==> config.mk <==
export PLATFORM = sky130hd
export DESIGN_NAME = sensor_pair_line_to_cc_scaler_top
export DESIGN_NICKNAME = d
export VERILOG_FILES = /design/src/rtl/spcc_pkg.sv /design/src/rtl/sensor_pair_line_to_cc_scaler_top.sv
export SDC_FILE = /design/constraint.sdc
export NUM_CORES = 1
export LEC_CHECK = 0
export ABC_AREA = 1
export ABC_CLOCK_PERIOD_IN_PS = 6600
export BUFFER_PORTS_ARGS = -buffer_cell sky130_fd_sc_hd__buf_2
export CAP_MARGIN = 40
export CORE_MARGIN = 2
export CORE_UTILIZATION = 66
export CTS_BUF_LIST = sky130_fd_sc_hd__clkbuf_8
export CTS_CLUSTER_DIAMETER = 200
export CTS_CLUSTER_SIZE = 20
export DETAILED_ROUTE_END_ITERATION = 7
export PLACE_DENSITY_LB_ADDON = 0.2
export SYNTH_ARGS = -nofsm -noshare
export SYNTH_HDL_FRONTEND = slang
export SYNTH_SLANG_ARGS = --single-unit
export TNS_END_PERCENT = 30
==> constraint.sdc <==
create_clock -name clock -period 6.6 [get_ports clock]
set_clock_uncertainty 0.15 [all_clocks]
set_input_delay 1.98 -clock clock [delete_from_list [all_inputs] [get_ports clock]]
set_output_delay 1.98 -clock clock [all_outputs]
set_load 0.05 [all_outputs]
==> src/rtl/spcc_pkg.sv <==
// Shared types and constants for the sensor-pair line parser and scaler.
// No dependencies; imported by sensor_pair_line_to_cc_scaler_top.
package spcc_pkg;

   // character codes
   localparam logic [7:0] CH_LF    = 8'd10;
   localparam logic [7:0] CH_SPACE = 8'd32;
   localparam logic [7:0] CH_COMMA = 8'd44;
   localparam logic [7:0] CH_MINUS = 8'd45;
   localparam logic [7:0] CH_ZERO  = 8'd48;
   localparam logic [7:0] CH_NINE  = 8'd57;

   // configuration registers
   localparam int CSR_IDX_W = 4;
   localparam logic [CSR_IDX_W-1:0] CSR_MIN = 4'd0;
   localparam logic [CSR_IDX_W-1:0] CSR_MAX = 4'd1;
   localparam int CFG_W = 16;
   localparam logic [CFG_W-1:0] MIN_RESET = 16'd0;
   localparam logic [CFG_W-1:0] MAX_RESET = 16'd1000;

   // control value scaling
   localparam int CC_BITS = 7;
   localparam logic [CC_BITS-1:0] CC_TOP = 7'd127;
   localparam int CNT_W = 3;
   localparam logic [CNT_W-1:0] DIV_LAST = 3'd6;   // CC_BITS quotient bits, 0..6

   typedef enum logic [1:0] {
      PH_LEAD,
      PH_SIGN,
      PH_DIGITS,
      PH_STOP
   } phase_type;

   typedef enum logic [2:0] {
      ST_IDLE,
      ST_PREP,
      ST_MUL,
      ST_DIV,
      ST_EMIT
   } state_type;

endpackage

==> src/rtl/sensor_pair_line_to_cc_scaler_top.sv <==
// Sensor-pair line parser and control-value scaler, top level.
// Depends on spcc_pkg (types, character codes, register indexes).
//
// Usage:
//   req_*  : one received ASCII byte per beat. Lines look like "a,b\n".
//            Fields are decimal, leading spaces skipped, optional minus,
//            parsing of a field stops at the first other character.
//   rsp_*  : one beat per reported field. tuser = channel (0 left, 1 right),
//            tdata = scaled value 0..127, tlast marks the last beat of a line.
//   csr_*  : register writes, index 0 = sensor_min, 1 = sensor_max; other
//            indexes are ignored. Always ready. Write only while idle.
// Timing:
//   Ordinary bytes are taken one per cycle while the sequencer is idle. A
//   line feed that reports fields holds req_tready low while each reported
//   field is scaled (prepare, multiply by 127, 7 restoring-division steps,
//   load output); a clamped field or an empty range skips straight to load.
//   A line feed that reports nothing leaves req_tready high.
// Stall: the result sits in an output register; a stalled receiver holds
//   the sequencer in its load step, while bytes are accepted again as soon
//   as the last result of a line has entered the output register.
// Reset: synchronous, active high; clears line state, restores
//   sensor_min = 0, sensor_max = 1000, and drops rsp_tvalid.
module sensor_pair_line_to_cc_scaler_top
   import spcc_pkg::*;
#(
   parameter int VALUE_BITS = 16
) (
   input  logic                 clock,
   input  logic                 reset,
   input  logic                 req_tvalid,
   output logic                 req_tready,
   input  logic [7:0]           req_tdata,    // [7:0] rx_byte
   output logic                 rsp_tvalid,
   input  logic                 rsp_tready,
   output logic [7:0]           rsp_tdata,    // [6:0] cc_value, [7] zero
   output logic                 rsp_tuser,    // [0] channel
   output logic                 rsp_tlast,    // last result of this line
   input  logic                 csr_valid,
   output logic                 csr_ready,
   input  logic [CSR_IDX_W-1:0] csr_index,
   input  logic [CFG_W-1:0]     csr_data
);

   localparam int CMP_W = (VALUE_BITS > CFG_W) ? VALUE_BITS : CFG_W;
   localparam int NUM_W = CFG_W + CC_BITS;

   // parser / line state
   state_type               state_ff, state_in;
   phase_type               phase_ff, phase_in;
   logic [1:0]              comma_cnt_ff, comma_cnt_in;
   logic [VALUE_BITS-1:0]   accum_ff, accum_in;
   logic                    neg_ff, neg_in;
   logic [VALUE_BITS-1:0]   first_val_ff, first_val_in;
   logic                    first_neg_ff, first_neg_in;
   // configuration
   logic [CFG_W-1:0]        min_ff, min_in;
   logic [CFG_W-1:0]        max_ff, max_in;
   // scaling sequencer
   logic                    pend0_ff, pend0_in;
   logic                    pend1_ff, pend1_in;
   logic                    chan_ff, chan_in;
   logic [CFG_W-1:0]        diff_ff, diff_in;
   logic [CFG_W-1:0]        span_ff, span_in;
   logic [CFG_W-1:0]        rem_ff, rem_in;
   logic [CC_BITS-1:0]      qsr_ff, qsr_in;
   logic [CNT_W-1:0]        cnt_ff, cnt_in;
   // output register
   logic                    rsp_valid_ff, rsp_valid_in;
   logic [CC_BITS-1:0]      rsp_cc_ff, rsp_cc_in;
   logic                    rsp_chan_ff, rsp_chan_in;
   logic                    rsp_last_ff, rsp_last_in;

   logic                    req_fire;
   logic                    csr_fire;
   logic                    is_digit;
   logic [3:0]              digit;
   logic [VALUE_BITS+3:0]   acc_next;
   logic [CMP_W-1:0]        min_ext, max_ext, first_ext, accum_ext, op_ext, sub_ext;
   logic                    rep0, rep1;
   logic [NUM_W-1:0]        num;
   logic [CFG_W:0]          trial;
   logic                    qbit;
   logic                    clear_line;

   assign req_tready = (state_ff == ST_IDLE);
   assign csr_ready  = 1'b1;
   assign req_fire   = req_tvalid && req_tready;
   assign csr_fire   = csr_valid && csr_ready;

   assign rsp_tvalid = rsp_valid_ff;
   assign rsp_tdata  = {1'b0, rsp_cc_ff};
   assign rsp_tuser  = rsp_chan_ff;
   assign rsp_tlast  = rsp_last_ff;

   // decimal accumulate: accum*10 + digit, saturated below
   assign is_digit = (req_tdata >= CH_ZERO) && (req_tdata <= CH_NINE);
   assign digit    = 4'(req_tdata - CH_ZERO);
   assign acc_next = ({4'b0, accum_ff} << 3) + ({4'b0, accum_ff} << 1)
                     + (VALUE_BITS+4)'(digit);

   assign min_ext   = CMP_W'(min_ff);
   assign max_ext   = CMP_W'(max_ff);
   assign first_ext = CMP_W'(first_val_ff);
   assign accum_ext = CMP_W'(accum_ff);
   assign op_ext    = chan_ff ? accum_ext : first_ext;
   assign sub_ext   = op_ext - min_ext;

   // a field is reported when its line has exactly one comma and the field is positive and above the threshold
   assign rep0 = (comma_cnt_ff == 2'd1) && !first_neg_ff && (first_ext > min_ext);
   assign rep1 = (comma_cnt_ff == 2'd1) && !neg_ff && (accum_ext > min_ext);

   // diff*127 = (diff << 7) - diff
   assign num = {diff_ff, {CC_BITS{1'b0}}} - NUM_W'(diff_ff);

   // one restoring-division step
   assign trial = {rem_ff, qsr_ff[CC_BITS-1]};
   assign qbit  = (trial >= {1'b0, span_ff});

   always_comb begin
      state_in     = state_ff;
      phase_in     = phase_ff;
      comma_cnt_in = comma_cnt_ff;
      accum_in     = accum_ff;
      neg_in       = neg_ff;
      first_val_in = first_val_ff;
      first_neg_in = first_neg_ff;
      min_in       = min_ff;
      max_in       = max_ff;
      pend0_in     = pend0_ff;
      pend1_in     = pend1_ff;
      chan_in      = chan_ff;
      diff_in      = diff_ff;
      span_in      = span_ff;
      rem_in       = rem_ff;
      qsr_in       = qsr_ff;
      cnt_in       = cnt_ff;
      rsp_valid_in = rsp_valid_ff;
      rsp_cc_in    = rsp_cc_ff;
      rsp_chan_in  = rsp_chan_ff;
      rsp_last_in  = rsp_last_ff;
      clear_line   = 1'b0;

      if (csr_fire) begin
         if (csr_index == CSR_MIN) begin
            min_in = csr_data;
         end else if (csr_index == CSR_MAX) begin
            max_in = csr_data;
         end
      end

      if (rsp_valid_ff && rsp_tready) begin
         rsp_valid_in = 1'b0;
      end

      unique case (state_ff)
         ST_IDLE: begin
            if (req_fire) begin
               priority if (req_tdata == CH_LF) begin
                  if (rep0 || rep1) begin
                     pend0_in = rep0;
                     pend1_in = rep1;
                     chan_in  = !rep0;
                     state_in = ST_PREP;
                  end else begin
                     clear_line = 1'b1;
                  end
               end else if (req_tdata == CH_COMMA) begin
                  if (comma_cnt_ff == 2'd0) begin
                     first_val_in = accum_ff;
                     first_neg_in = neg_ff;
                  end
                  if (comma_cnt_ff != 2'd2) begin
                     comma_cnt_in = comma_cnt_ff + 2'd1;
                  end
                  accum_in = '0;
                  neg_in   = 1'b0;
                  phase_in = PH_LEAD;
               end else if (phase_ff == PH_LEAD && req_tdata == CH_SPACE) begin
                  // leading space: skipped
               end else if (phase_ff == PH_LEAD && req_tdata == CH_MINUS) begin
                  neg_in   = 1'b1;
                  phase_in = PH_SIGN;
               end else if (phase_ff == PH_STOP) begin
                  // field done, rest ignored
               end else if (is_digit) begin
                  accum_in = (|acc_next[VALUE_BITS+3:VALUE_BITS]) ? {VALUE_BITS{1'b1}}
                                                                 : acc_next[VALUE_BITS-1:0];
                  phase_in = PH_DIGITS;
               end else begin
                  phase_in = PH_STOP;
               end
            end
         end
         ST_PREP: begin
            span_in = max_ff - min_ff;
            diff_in = sub_ext[CFG_W-1:0];
            if (max_ff <= min_ff) begin
               qsr_in   = '0;
               state_in = ST_EMIT;
            end else if (op_ext >= max_ext) begin
               qsr_in   = CC_TOP;
               state_in = ST_EMIT;
            end else begin
               state_in = ST_MUL;
            end
         end
         ST_MUL: begin
            // quotient < 128, so the top bits are already below span
            rem_in   = num[NUM_W-1:CC_BITS];
            qsr_in   = num[CC_BITS-1:0];
            cnt_in   = '0;
            state_in = ST_DIV;
         end
         ST_DIV: begin
            rem_in = qbit ? CFG_W'(trial - {1'b0, span_ff}) : trial[CFG_W-1:0];
            qsr_in = {qsr_ff[CC_BITS-2:0], qbit};
            cnt_in = cnt_ff + CNT_W'(1);
            if (cnt_ff == DIV_LAST) begin
               state_in = ST_EMIT;
            end
         end
         ST_EMIT: begin
            if (!rsp_valid_ff || rsp_tready) begin
               rsp_valid_in = 1'b1;
               rsp_cc_in    = qsr_ff;
               rsp_chan_in  = chan_ff;
               rsp_last_in  = chan_ff || !pend1_ff;
               if (!chan_ff && pend1_ff) begin
                  chan_in  = 1'b1;
                  state_in = ST_PREP;
               end else begin
                  pend0_in   = 1'b0;
                  pend1_in   = 1'b0;
                  clear_line = 1'b1;
                  state_in   = ST_IDLE;
               end
            end
         end
         default: begin
            state_in = ST_IDLE;
         end
      endcase

      if (clear_line) begin
         phase_in     = PH_LEAD;
         comma_cnt_in = 2'd0;
         accum_in     = '0;
         neg_in       = 1'b0;
         first_val_in = '0;
         first_neg_in = 1'b0;
      end
   end

   always_ff @(posedge clock) begin
      if (reset) begin
         state_ff     <= ST_IDLE;
         phase_ff     <= PH_LEAD;
         comma_cnt_ff <= 2'd0;
         accum_ff     <= '0;
         neg_ff       <= 1'b0;
         first_val_ff <= '0;
         first_neg_ff <= 1'b0;
         min_ff       <= MIN_RESET;
         max_ff       <= MAX_RESET;
         pend0_ff     <= 1'b0;
         pend1_ff     <= 1'b0;
         rsp_valid_ff <= 1'b0;
      end else begin
         state_ff     <= state_in;
         phase_ff     <= phase_in;
         comma_cnt_ff <= comma_cnt_in;
         accum_ff     <= accum_in;
         neg_ff       <= neg_in;
         first_val_ff <= first_val_in;
         first_neg_ff <= first_neg_in;
         min_ff       <= min_in;
         max_ff       <= max_in;
         pend0_ff     <= pend0_in;
         pend1_ff     <= pend1_in;
         rsp_valid_ff <= rsp_valid_in;
      end
   end

   // datapath, no reset needed
   always_ff @(posedge clock) begin
      chan_ff     <= chan_in;
      diff_ff     <= diff_in;
      span_ff     <= span_in;
      rem_ff      <= rem_in;
      qsr_ff      <= qsr_in;
      cnt_ff      <= cnt_in;
      rsp_cc_ff   <= rsp_cc_in;
      rsp_chan_ff <= rsp_chan_in;
      rsp_last_ff <= rsp_last_in;
   end

   // a new result only comes from the load step
   a_rsp_from_emit: assert property (@(posedge clock) disable iff (reset)
      $rose(rsp_valid_ff) |-> $past(state_ff == ST_EMIT))
      else $error("result raised outside load step");

   // a line feed leaves the line cleared unless scaling started
   a_lf_clears: assert property (@(posedge clock) disable iff (reset)
      (req_fire && req_tdata == CH_LF) |=>
         (state_ff != ST_IDLE) || (comma_cnt_ff == 2'd0 && phase_ff == PH_LEAD))
      else $error("line state not cleared after line feed");

   // the channel being loaded must be one that was flagged for report
   a_emit_pending: assert property (@(posedge clock) disable iff (reset)
      (state_ff == ST_EMIT) |-> (chan_ff ? pend1_ff : pend0_ff))
      else $error("emitting an unreported channel");

endmodule
==> impl_metrics.toml, run 1 <==
[status]
status = "finished clean"

[sta]
slew_headroom_pct = 43.4
hold_violations = 0
setup_violations = 0
fin_setup_tns_ps = 0
final_max_slew_viol_count = 0
worst_pin_slew_ps = 848
min_period_ps = 4480
rsz0062_at_grt = "no"
min_period_over_period_pct = 67.8
fmax_mhz = 223

[yosys]
netlist_instances = 1522
yosys_most_used_dff = "dfxtp_1"
synth_edf_count = 68
synth_warnings = 0
synth-compound-area-share_pct = 14.0
ys_async_sr_fraction_pct = 0
muxShareOfSynthArea_pct = 0
syn_nets = 1701
synth_top_family_by_area = "simple AND/OR/NAND/NOR gates"
synthTopCellsByArea = "edfxtp_1, ha_1, dfxtp_1"
netlist_area_um2 = 11300
yosys.area.top_type = "edfxtp_1"
synth_top_area_share_pct = 18.1
synth-seq-area-share_pct = 31.4
synth_xor_area_share_pct = 4.20
synth_adder_area_share_pct = 16.5
yosys.area_share.simple_pct = 26.3
ys_types = 45
synth.avg_cell_area_um2 = 7.41
ys_ff_latch = 143

[cts]
cts_buffer_depth = 2
cts.repair.resized = 0
ctsRootBufferMaster = "clkbuf_8"
path_clk_slew_ps = 90
cts_setup_buffers = 0
cts_buffers = 17
cts_tree = "built"
cts_hold_buf = 0
insertion_delay_ps = 470
ctsHtreeMaxLevel = 4
cts.sinks = 143

[min_path]
hp-start = "qsr_ff[6]"
hold_class = "reg2reg"
hold_end = "rsp_cc_ff[6]"
whs_path_depth = 0

[detailed_routing]
firstDrtPassIters = 6
drtIter0Drc = 738
viasPerCell = 5.72
routedWlPerCell_um = 15.4
ant_nets = 0
vias = 10300
drc = 0
wl_um = 27500

[run]
drv_cap = 0

[power]
vdd_drop_max_mv = 0.103
cellPowerDensity_nw_per_um2 = 151
leakagePower_nw = 5.71

[die]
start_util_pct = 67.7
row_count = 47
dieArea_um2 = 18100
die_y_um = 135
core_area_um2 = 16600
ios = 46
die_width_um = 135

[place]
place.port_buffers = 43
dp_hpwl_um = 21600
gp_routability_congestion = 0.915

[worst_setup_path]
cp_max_fo = 16
crit_type = "in2reg"
crit_path_start_kind = "input port"
worstPathArrival_ps = 4660
ff2ff_path_depth = 10
cpMaxStageDelayCell = "fa_1"
rrSetupSlack_ps = 3230
critical_path.reg2reg.startpoint = "chan_ff"
reg2reg_to = "qsr_ff[0]"
path_cells = "buf_2 > fa_1 > fa_1 > nand3_1 > nand3_1 > nand2_1 > nand2_1 > nand2_1 > nand2_1 > nand2_1 > nand2_1 > nor2_2 > nand3_1 > nand2_1 > a21oi_2"
crit_top_cell = "nand2_1"
crit_required_ps = 6780
critPathCaptureType = "flop"
cpPeakStageDelay_ps = 530

[final_layout]
final_common_cell = "nand2_1"
drive_gt1_share_pct = 7.44
fin_nets = 1738
final_core_util_pct = 72.6
most-common-layout-cells = "nand2_1, inv_1, a21oi_1, ha_1, nand3_1"
areaGrowthSynthToFinish_pct = 7.20

[global_route]
track_usage_pct = 30.6
grt_pass1_wl_um = 45100
grt_max_degree = 39
grt-ovfl-total = 0
grt_pass1_vias = 9930
antenna_found_initial = 3
-- synth_stat cells (3+ instances only) --
cell / n
a21boi_0: 3
a21o_1: 7
a21oi_1: 150
a21oi_2: 10
a31oi_1: 7
and2_1: 6
buf_2: 7
buf_4: 4
clkbuf_1: 20
dfxtp_1: 75
edfxtp_1: 68
fa_1: 5
ha_1: 141
inv_1: 178
inv_2: 4
nand2_1: 387
nand2_4: 3
nand3_1: 107
nand3b_1: 23
nand4_1: 17
nor2_1: 100
nor2_2: 3
nor2_4: 3
nor3_1: 16
nor4_1: 3
o211ai_1: 11
o21ai_0: 74
o21ai_1: 8
o21bai_1: 4
o31ai_1: 3
or2_2: 4
xnor2_1: 28
xor2_1: 26
-- per-layer routing --
layer / part of all wire (%) / vias up / track usage [%] / routed length [um]
li1: - / 5203 / - / -
met1: 41 / 4732 / 34.6 / 11200
met2: 51 / 250 / 56.9 / 14200
met3: 4.2 / 68 / 5.14 / 1160
met4: 3.5 / 2 / 12.6 / 973
met5: 0.040 / - / 0 / 11
-- registers in the layout (all words and copies together), names as in the netlist, 3 cells and up --
| signal | count |
|---|---|
| span_ff | 16 |
| max_ext | 16 |
| min_ext | 16 |
| first_ext | 16 |
| state_ff | 3 |
| diff_ff | 16 |
| rsp_cc_ff | 7 |
| accum_ext | 16 |
| rem_ff | 16 |
| cnt_ff | 3 |
| qsr_ff | 7 |
-- power breakdown --
group	internal [mW]	switching [mW]	leakage [nW]	total, mW
registers	0.937	0.00331	1.22	0.940
logic	0.0607	0.104	4.29	0.165
clock network	0.348	0.371	0.199	0.719
total	1.35	0.479	5.71	1.82
-- per-stage QoR --
stage	setup WS [ps]	area (um^2)	instances	power (mW)	hold WS, ps
2_1_floorplan	2230	11300	1522	1.08	274
3_3_place_gp	1710	11600	1758	1.12	284
3_5_place_dp	1650	11700	1760	1.12	286
4_1_cts	2130	12100	1792	1.83	307
5_1_grt	1930	12100	1792	1.89	313
6_report	2120	12100	1794	1.82	308
-- worst max-delay path: cells and delay by family --
kind | cells | cell delay (ps)
simple gates | 11 | 1500
fa+ha+maj | 2 | 1020
buf+inv | 1 | 130
compound gates | 1 | 50
-- how the worst max path moves through the flow --
stage                 startpoint            end  slack (ps)  depth (start not counted)
floorplan           req_tdata[3]  accum_ext[11]        2230                         15
global placement    req_tdata[3]   accum_ext[6]        1710                         15
detailed placement  req_tdata[3]   accum_ext[7]        1650                         15
CTS                 req_tdata[3]   accum_ext[7]        2130                         15
global route        req_tdata[3]   accum_ext[9]        1930                         15
finish              req_tdata[3]   accum_ext[7]        2120                         15
-- final cells by class --
class	instances	area, um^2
Tap cell	220	275
Inverter	182	683
Sequential cell	143	3540
Timing Repair Buffer	51	280
Antenna cell	2	5.00
Multi-Input combinational cell	1164	6890
Clock buffer	17	234
Fill cell	1344	4560
Clock inverter	15	175
-- logic make-up after synthesis --
| kind of cell | after synthesis |
|---|---|
| adders and majority gates | 146 |
| buffers and inverters | 215 |
| xor gates and xnor gates | 54 |
| DFF | 143 |
| and+or+nand+nor | 677 |
| AOI/OAI and AO/OA | 285 |
| other | 2 |
Power figures use the tool's default switching activity.
==> inputs of run 2 (changes only) <==
Settings changed: ABC_CLOCK_PERIOD_IN_PS 6600 to 3600, CORE_UTILIZATION 66 to 59.
Clock period 6.6 ns to 3.6 ns, I/O delays scaled along.
==> run 2 against run 1 <==
  * Critical path depth up 1
  * Sequential power up 83%
  * Sequential cell count stayed put
  * First-iteration DRC count is 35% lower
  * Sequential share of layout area fell by 0.37 points
  * Worst setup slack got worse by 1700 ps
  * Worst hold slack lost 11 ps
  * Register-to-register slack lost 2700 ps
  * Cell count is 1.4% higher
  * Via count down 2.6%
  * Largest cell class unchanged
==> impl_metrics.toml, run 2 (synthesis gave the netlist of run 1 again) <==
[place]
dp_hpwl_um = 21300
pre_cts_slack_ps = -33.9
place.port_buffers = 43
gp_routability_congestion = 0.940

[worst_setup_path]
worstPathArrival_ps = 3370
ff2ff_path_depth = 11
crit_cells = 16
cpMaxStageDelayCell = "fa_1"
rrSetupSlack_ps = 550
crit_type = "in2reg"
crit_required_ps = 3790
reg2reg_to = "diff_ff[12]"
crit_buf_inv = 2
cp_max_fo = 16
crit_family = "adder cells"
path_cells = "buf_2 > fa_1 > fa_1 > nand3_1 > nand3_1 > nand2_1 > nand2_1 > nand2_1 > nand2_1 > nand2_1 > nand2_1 > nor2_2 > buf_12 > nand3_1 > nand2_1 > a21oi_2"
critPathCaptureType = "flop"
crit_top_cell = "nand2_1"
crit_path_start_kind = "input port"
critical_path.reg2reg.startpoint = "chan_ff"
cpPeakStageDelay_ps = 530

[cts]
cts_setup_buffers = 0
cts.sinks = 143
ctsRootBufferMaster = "clkbuf_8"
ctsHtreeMaxLevel = 4
cts.repair.resized = 0
cts_buffer_depth = 2
cts_buffers = 17
cts_tree = "built"
insertion_delay_ps = 460
path_clk_slew_ps = 90
cts_hold_buf = 0

[sta]
hold_violations = 0
worst_slack_ps = 423
rsz0062_at_grt = "no"
slew_headroom_pct = 40.2
worst_pin_slew_ps = 896
final_max_slew_viol_count = 0
min_period_over_period_pct = 88.2
min_period_ps = 3180
fmax_mhz = 315
setup_violations = 0

[detailed_routing]
firstDrtPassIters = 5
vias = 9987
routedWlPerCell_um = 14.5
drtIter0Drc = 481
wl_um = 26500
drc = 0
viasPerCell = 5.49
ant_nets = 0

[global_route]
grt-ovfl-total = 0
antenna_found_initial = 3
track_usage_pct = 27.1
grt_pass1_vias = 9509
grt_max_degree = 39
grt_pass1_wl_um = 44200

[run]
drv_cap = 0

[final_layout]
final_common_cell = "nand2_1"
areaGrowthSynthToFinish_pct = 8.57
most-common-layout-cells = "nand2_1, inv_1, a21oi_1, ha_1, nand3_1"
fin_nets = 1749
drive_gt1_share_pct = 8.09
fill_cells = 1686

[min_path]
whs_path_depth = 0
hp-start = "qsr_ff[4]"
hold_end = "rsp_cc_ff[4]"
hold_class = "reg2reg"

[status]
status = "finished clean"

[power]
leakagePower_nw = 5.78
total_power_mw = 3.45
vdd_drop_max_mv = 0.230
cellPowerDensity_nw_per_um2 = 282

[die]
dieArea_um2 = 20200
die_width_um = 142
core_area_um2 = 18700
die_y_um = 142
row_count = 50
start_util_pct = 60.3
ios = 46
run 2: changes by cell type in the layout (fill, tap and decap cells not counted):
cell | previous run | this run
buf_4 | 6 | 17
inv_8 | 4 | 1
buf_12 | 0 | 2
bufinv_16 | 2 | 4
buf_2 | 44 | 43
buf_8 | 1 | 0
clkinvlp_4 | 3 | 4
run 2: worst max-delay path by stage:
stage / start / endpoint / slack [ps]
detailed placement: req_tdata[3] / accum_ext[15] / -30
finish: req_tdata[3] / accum_ext[10] / 420
floorplan: req_tdata[3] / accum_ext[11] / 130
CTS: req_tdata[3] / accum_ext[15] / 460
global placement: req_tdata[3] / accum_ext[10] / 30
global route: chan_ff / diff_ff[12] / 270
run 2: final cells by class:
type | count | area, um^2 | area share (%)
tap | 234 | 293 | 2.39
timing repair buffer | 62 | 383 | 3.13
inverter | 182 | 683 | 5.58
clock buffer | 17 | 234 | 1.91
clock inverter | 15 | 209 | 1.71
antenna | 2 | 5.00 | 0.0409
sequential | 143 | 3540 | 29.0
multi-input combinational | 1164 | 6890 | 56.3
run 2: metal layers:
metal | routed length (um) | share of wire (%) | track usage (%) | vias up
li1 | - | - | - | 5224
met3 | 1040 | 3.9 | 4.48 | 51
met2 | 13400 | 51 | 50.0 | 210
met4 | 672 | 2.5 | 9.16 | 2
met5 | 13 | 0.049 | 0 | -
met1 | 11300 | 43 | 31.8 | 4500
run 2: per-stage QoR:
step,setup TNS (ps),hold WS [ps],area [um^2],std cells,utilization (%)
global placement,0,285,11800,1785,63.0
detailed placement,-435,285,11800,1785,63.0
CTS,0,303,12200,1817,65.4
finish,0,297,12200,1819,65.4
global route,0,327,12200,1817,65.4
floorplan,0,274,11300,1522,-
run 2: power breakdown:
group | total [mW] | internal, mW | switching (mW)
registers | 1.72 | 1.72 | 0.00554
clock network | 1.42 | 0.764 | 0.661
logic | 0.301 | 0.112 | 0.190
==> inputs of run 3 (changes only) <==
Settings changed: CORE_ASPECT_RATIO set to 1.4.
==> run 3 against run 2 <==
  * Worst setup slack got worse by 13 ps
  * Clock-buffer cell count is the same
  * Via count is 1.4% higher
  * Register-to-register slack got worse by 50 ps
  * Worst hold slack better by 7.0 ps
  * Critical path type unchanged
==> impl_metrics.toml, run 3 (synthesis gave the netlist of run 1 again) <==
[die]
row_count = 59
start_util_pct = 60.4
die_width_um = 121
die_y_um = 168
ios = 46
dieArea_um2 = 20200
core_area_um2 = 18700

[cts]
ctsRootBufferMaster = "clkbuf_8"
cts_buffer_depth = 2
cts.repair.resized = 0
cts_setup_buffers = 0
insertion_delay_ps = 460
cts_buffers = 17
path_clk_slew_ps = 90
cts_hold_buf = 0
ctsHtreeMaxLevel = 4
cts.sinks = 143
cts_tree = "built"

[power]
vdd_drop_max_mv = 0.192
cellPowerDensity_nw_per_um2 = 264
leakagePower_nw = 5.77

[worst_setup_path]
worstPathArrival_ps = 3370
critical_path.reg2reg.startpoint = "chan_ff"
crit_required_ps = 3780
crit_start = "req_tdata[3]"
crit_family = "adder cells"
reg2reg_to = "diff_ff[12]"
critPathCaptureType = "flop"
cpMaxStageDelayCell = "fa_1"
cp_max_fo = 16
crit_top_cell = "nand2_1"
rrSetupSlack_ps = 500
path_cells = "buf_2 > fa_1 > fa_1 > nand3_1 > nand3_1 > nand2_1 > nand2_1 > nand2_1 > nand2_1 > nand2_1 > nand2_1 > nor2_2 > buf_12 > nand3_1 > nand2_1 > a21oi_2"
crit_cells = 16
cpPeakStageDelay_ps = 520
crit_path_start_kind = "input port"
crit_end = "accum_ext[7]"
crit_type = "in2reg"
ff2ff_path_depth = 12
crit_buf_inv = 2

[global_route]
grt_pass1_wl_um = 45300
grt-ovfl-total = 0
antenna_found_initial = 3
track_usage_pct = 27.6
grt_max_degree = 39
grt_pass1_vias = 10000

[final_layout]
stdcell_count = 1834
multi_input_area_um2 = 6890
areaGrowthSynthToFinish_pct = 8.25
final_common_cell = "nand2_1"
fin_nets = 1754
final_core_util_pct = 65.3
most-common-layout-cells = "nand2_1, inv_1, a21oi_1, ha_1, nand3_1"
final_cell_area_um2 = 12200
drive_gt1_share_pct = 8.38
fill_cells = 1670
seq_area_um2 = 3540

[detailed_routing]
drc = 0
drtIter0Drc = 549
viasPerCell = 5.52
vias = 10100
ant_nets = 0
wl_um = 27400
firstDrtPassIters = 5
routedWlPerCell_um = 14.9

[place]
dp.cells = 1800
place.port_buffers = 43
pre_cts_slack_ps = -65.4
dp_hpwl_um = 22400
placed_area_um2 = 11800
gp_routability_congestion = 0.938

[sta]
hold_violations = 0
final_max_slew_viol_count = 0
fmax_mhz = 313
rsz0062_at_grt = "no"
whs_ps = 304
setup_violations = 0
worst_pin_slew_ps = 884
slew_headroom_pct = 41.0
min_period_over_period_pct = 88.6
min_period_ps = 3190
worst_slack_ps = 410

[status]
status = "finished clean"

[min_path]
hold_class = "reg2reg"

[run]
drv_cap = 0
run 3: cell count changes in the layout (fill, tap and decap cells not counted):
cell	delta
buf_4	+4
bufinv_16	-4
inv_6	+4
buf_2	+1
clkinv_4	+1
clkinvlp_4	-1
run 3: cell type report:
| type | instances | area share, % |
|---|---|---|
| Multi-Input combinational cell | 1164 | 56.5 |
| Sequential cell | 143 | 29.0 |
| Inverter | 182 | 5.60 |
| Timing Repair Buffer | 67 | 3.42 |
| Tap cell | 244 | 2.50 |
| Clock buffer | 17 | 1.92 |
| Clock inverter | 15 | 1.03 |
| Antenna cell | 2 | 0.0410 |
run 3: metal layers:
layer  vias up  wire length [um]  track usage (%)
met4         2              1450             15.2
met1      4617             10400             27.8
met5         -                15                0
met3        88               763             3.64
li1       5215                 -                -
met2       201             14800             53.3
run 3: worst min-delay path by stage:
stage	startpoint	to	depth (start not counted)
floorplan	chan_ff	rsp_tuser	0
global placement	qsr_ff[0]	rsp_cc_ff[0]	0
detailed placement	qsr_ff[1]	rsp_cc_ff[1]	0
CTS	qsr_ff[1]	rsp_cc_ff[1]	0
global route	qsr_ff[3]	rsp_cc_ff[3]	0
finish	qsr_ff[3]	rsp_cc_ff[3]	0
run 3: through the flow:
stage	power (mW)	TNS, ps
finish	3.22	0
CTS	3.23	0
floorplan	1.98	0
global placement	2.06	0
global route	3.32	0
detailed placement	2.06	-751
run 3: worst reg2reg max path, cell delays in order, from the launching register on:
cell and delay (ps):
edfxtp_1 390, inv_1 280, buf_4 210, nand2_1 60, nand2_1 120, ha_1 310
a21oi_1 170, nand2_1 100, a21oi_1 290, o21ai_1 140, a21boi_0 350, o21ai_1 120
xor2_1 150
run 3: where the power goes:
part | internal, mW | switching, mW
Sequential | 1.72 | 0.00566
Combinational | 0.112 | 0.189
Clock | 0.496 | 0.695
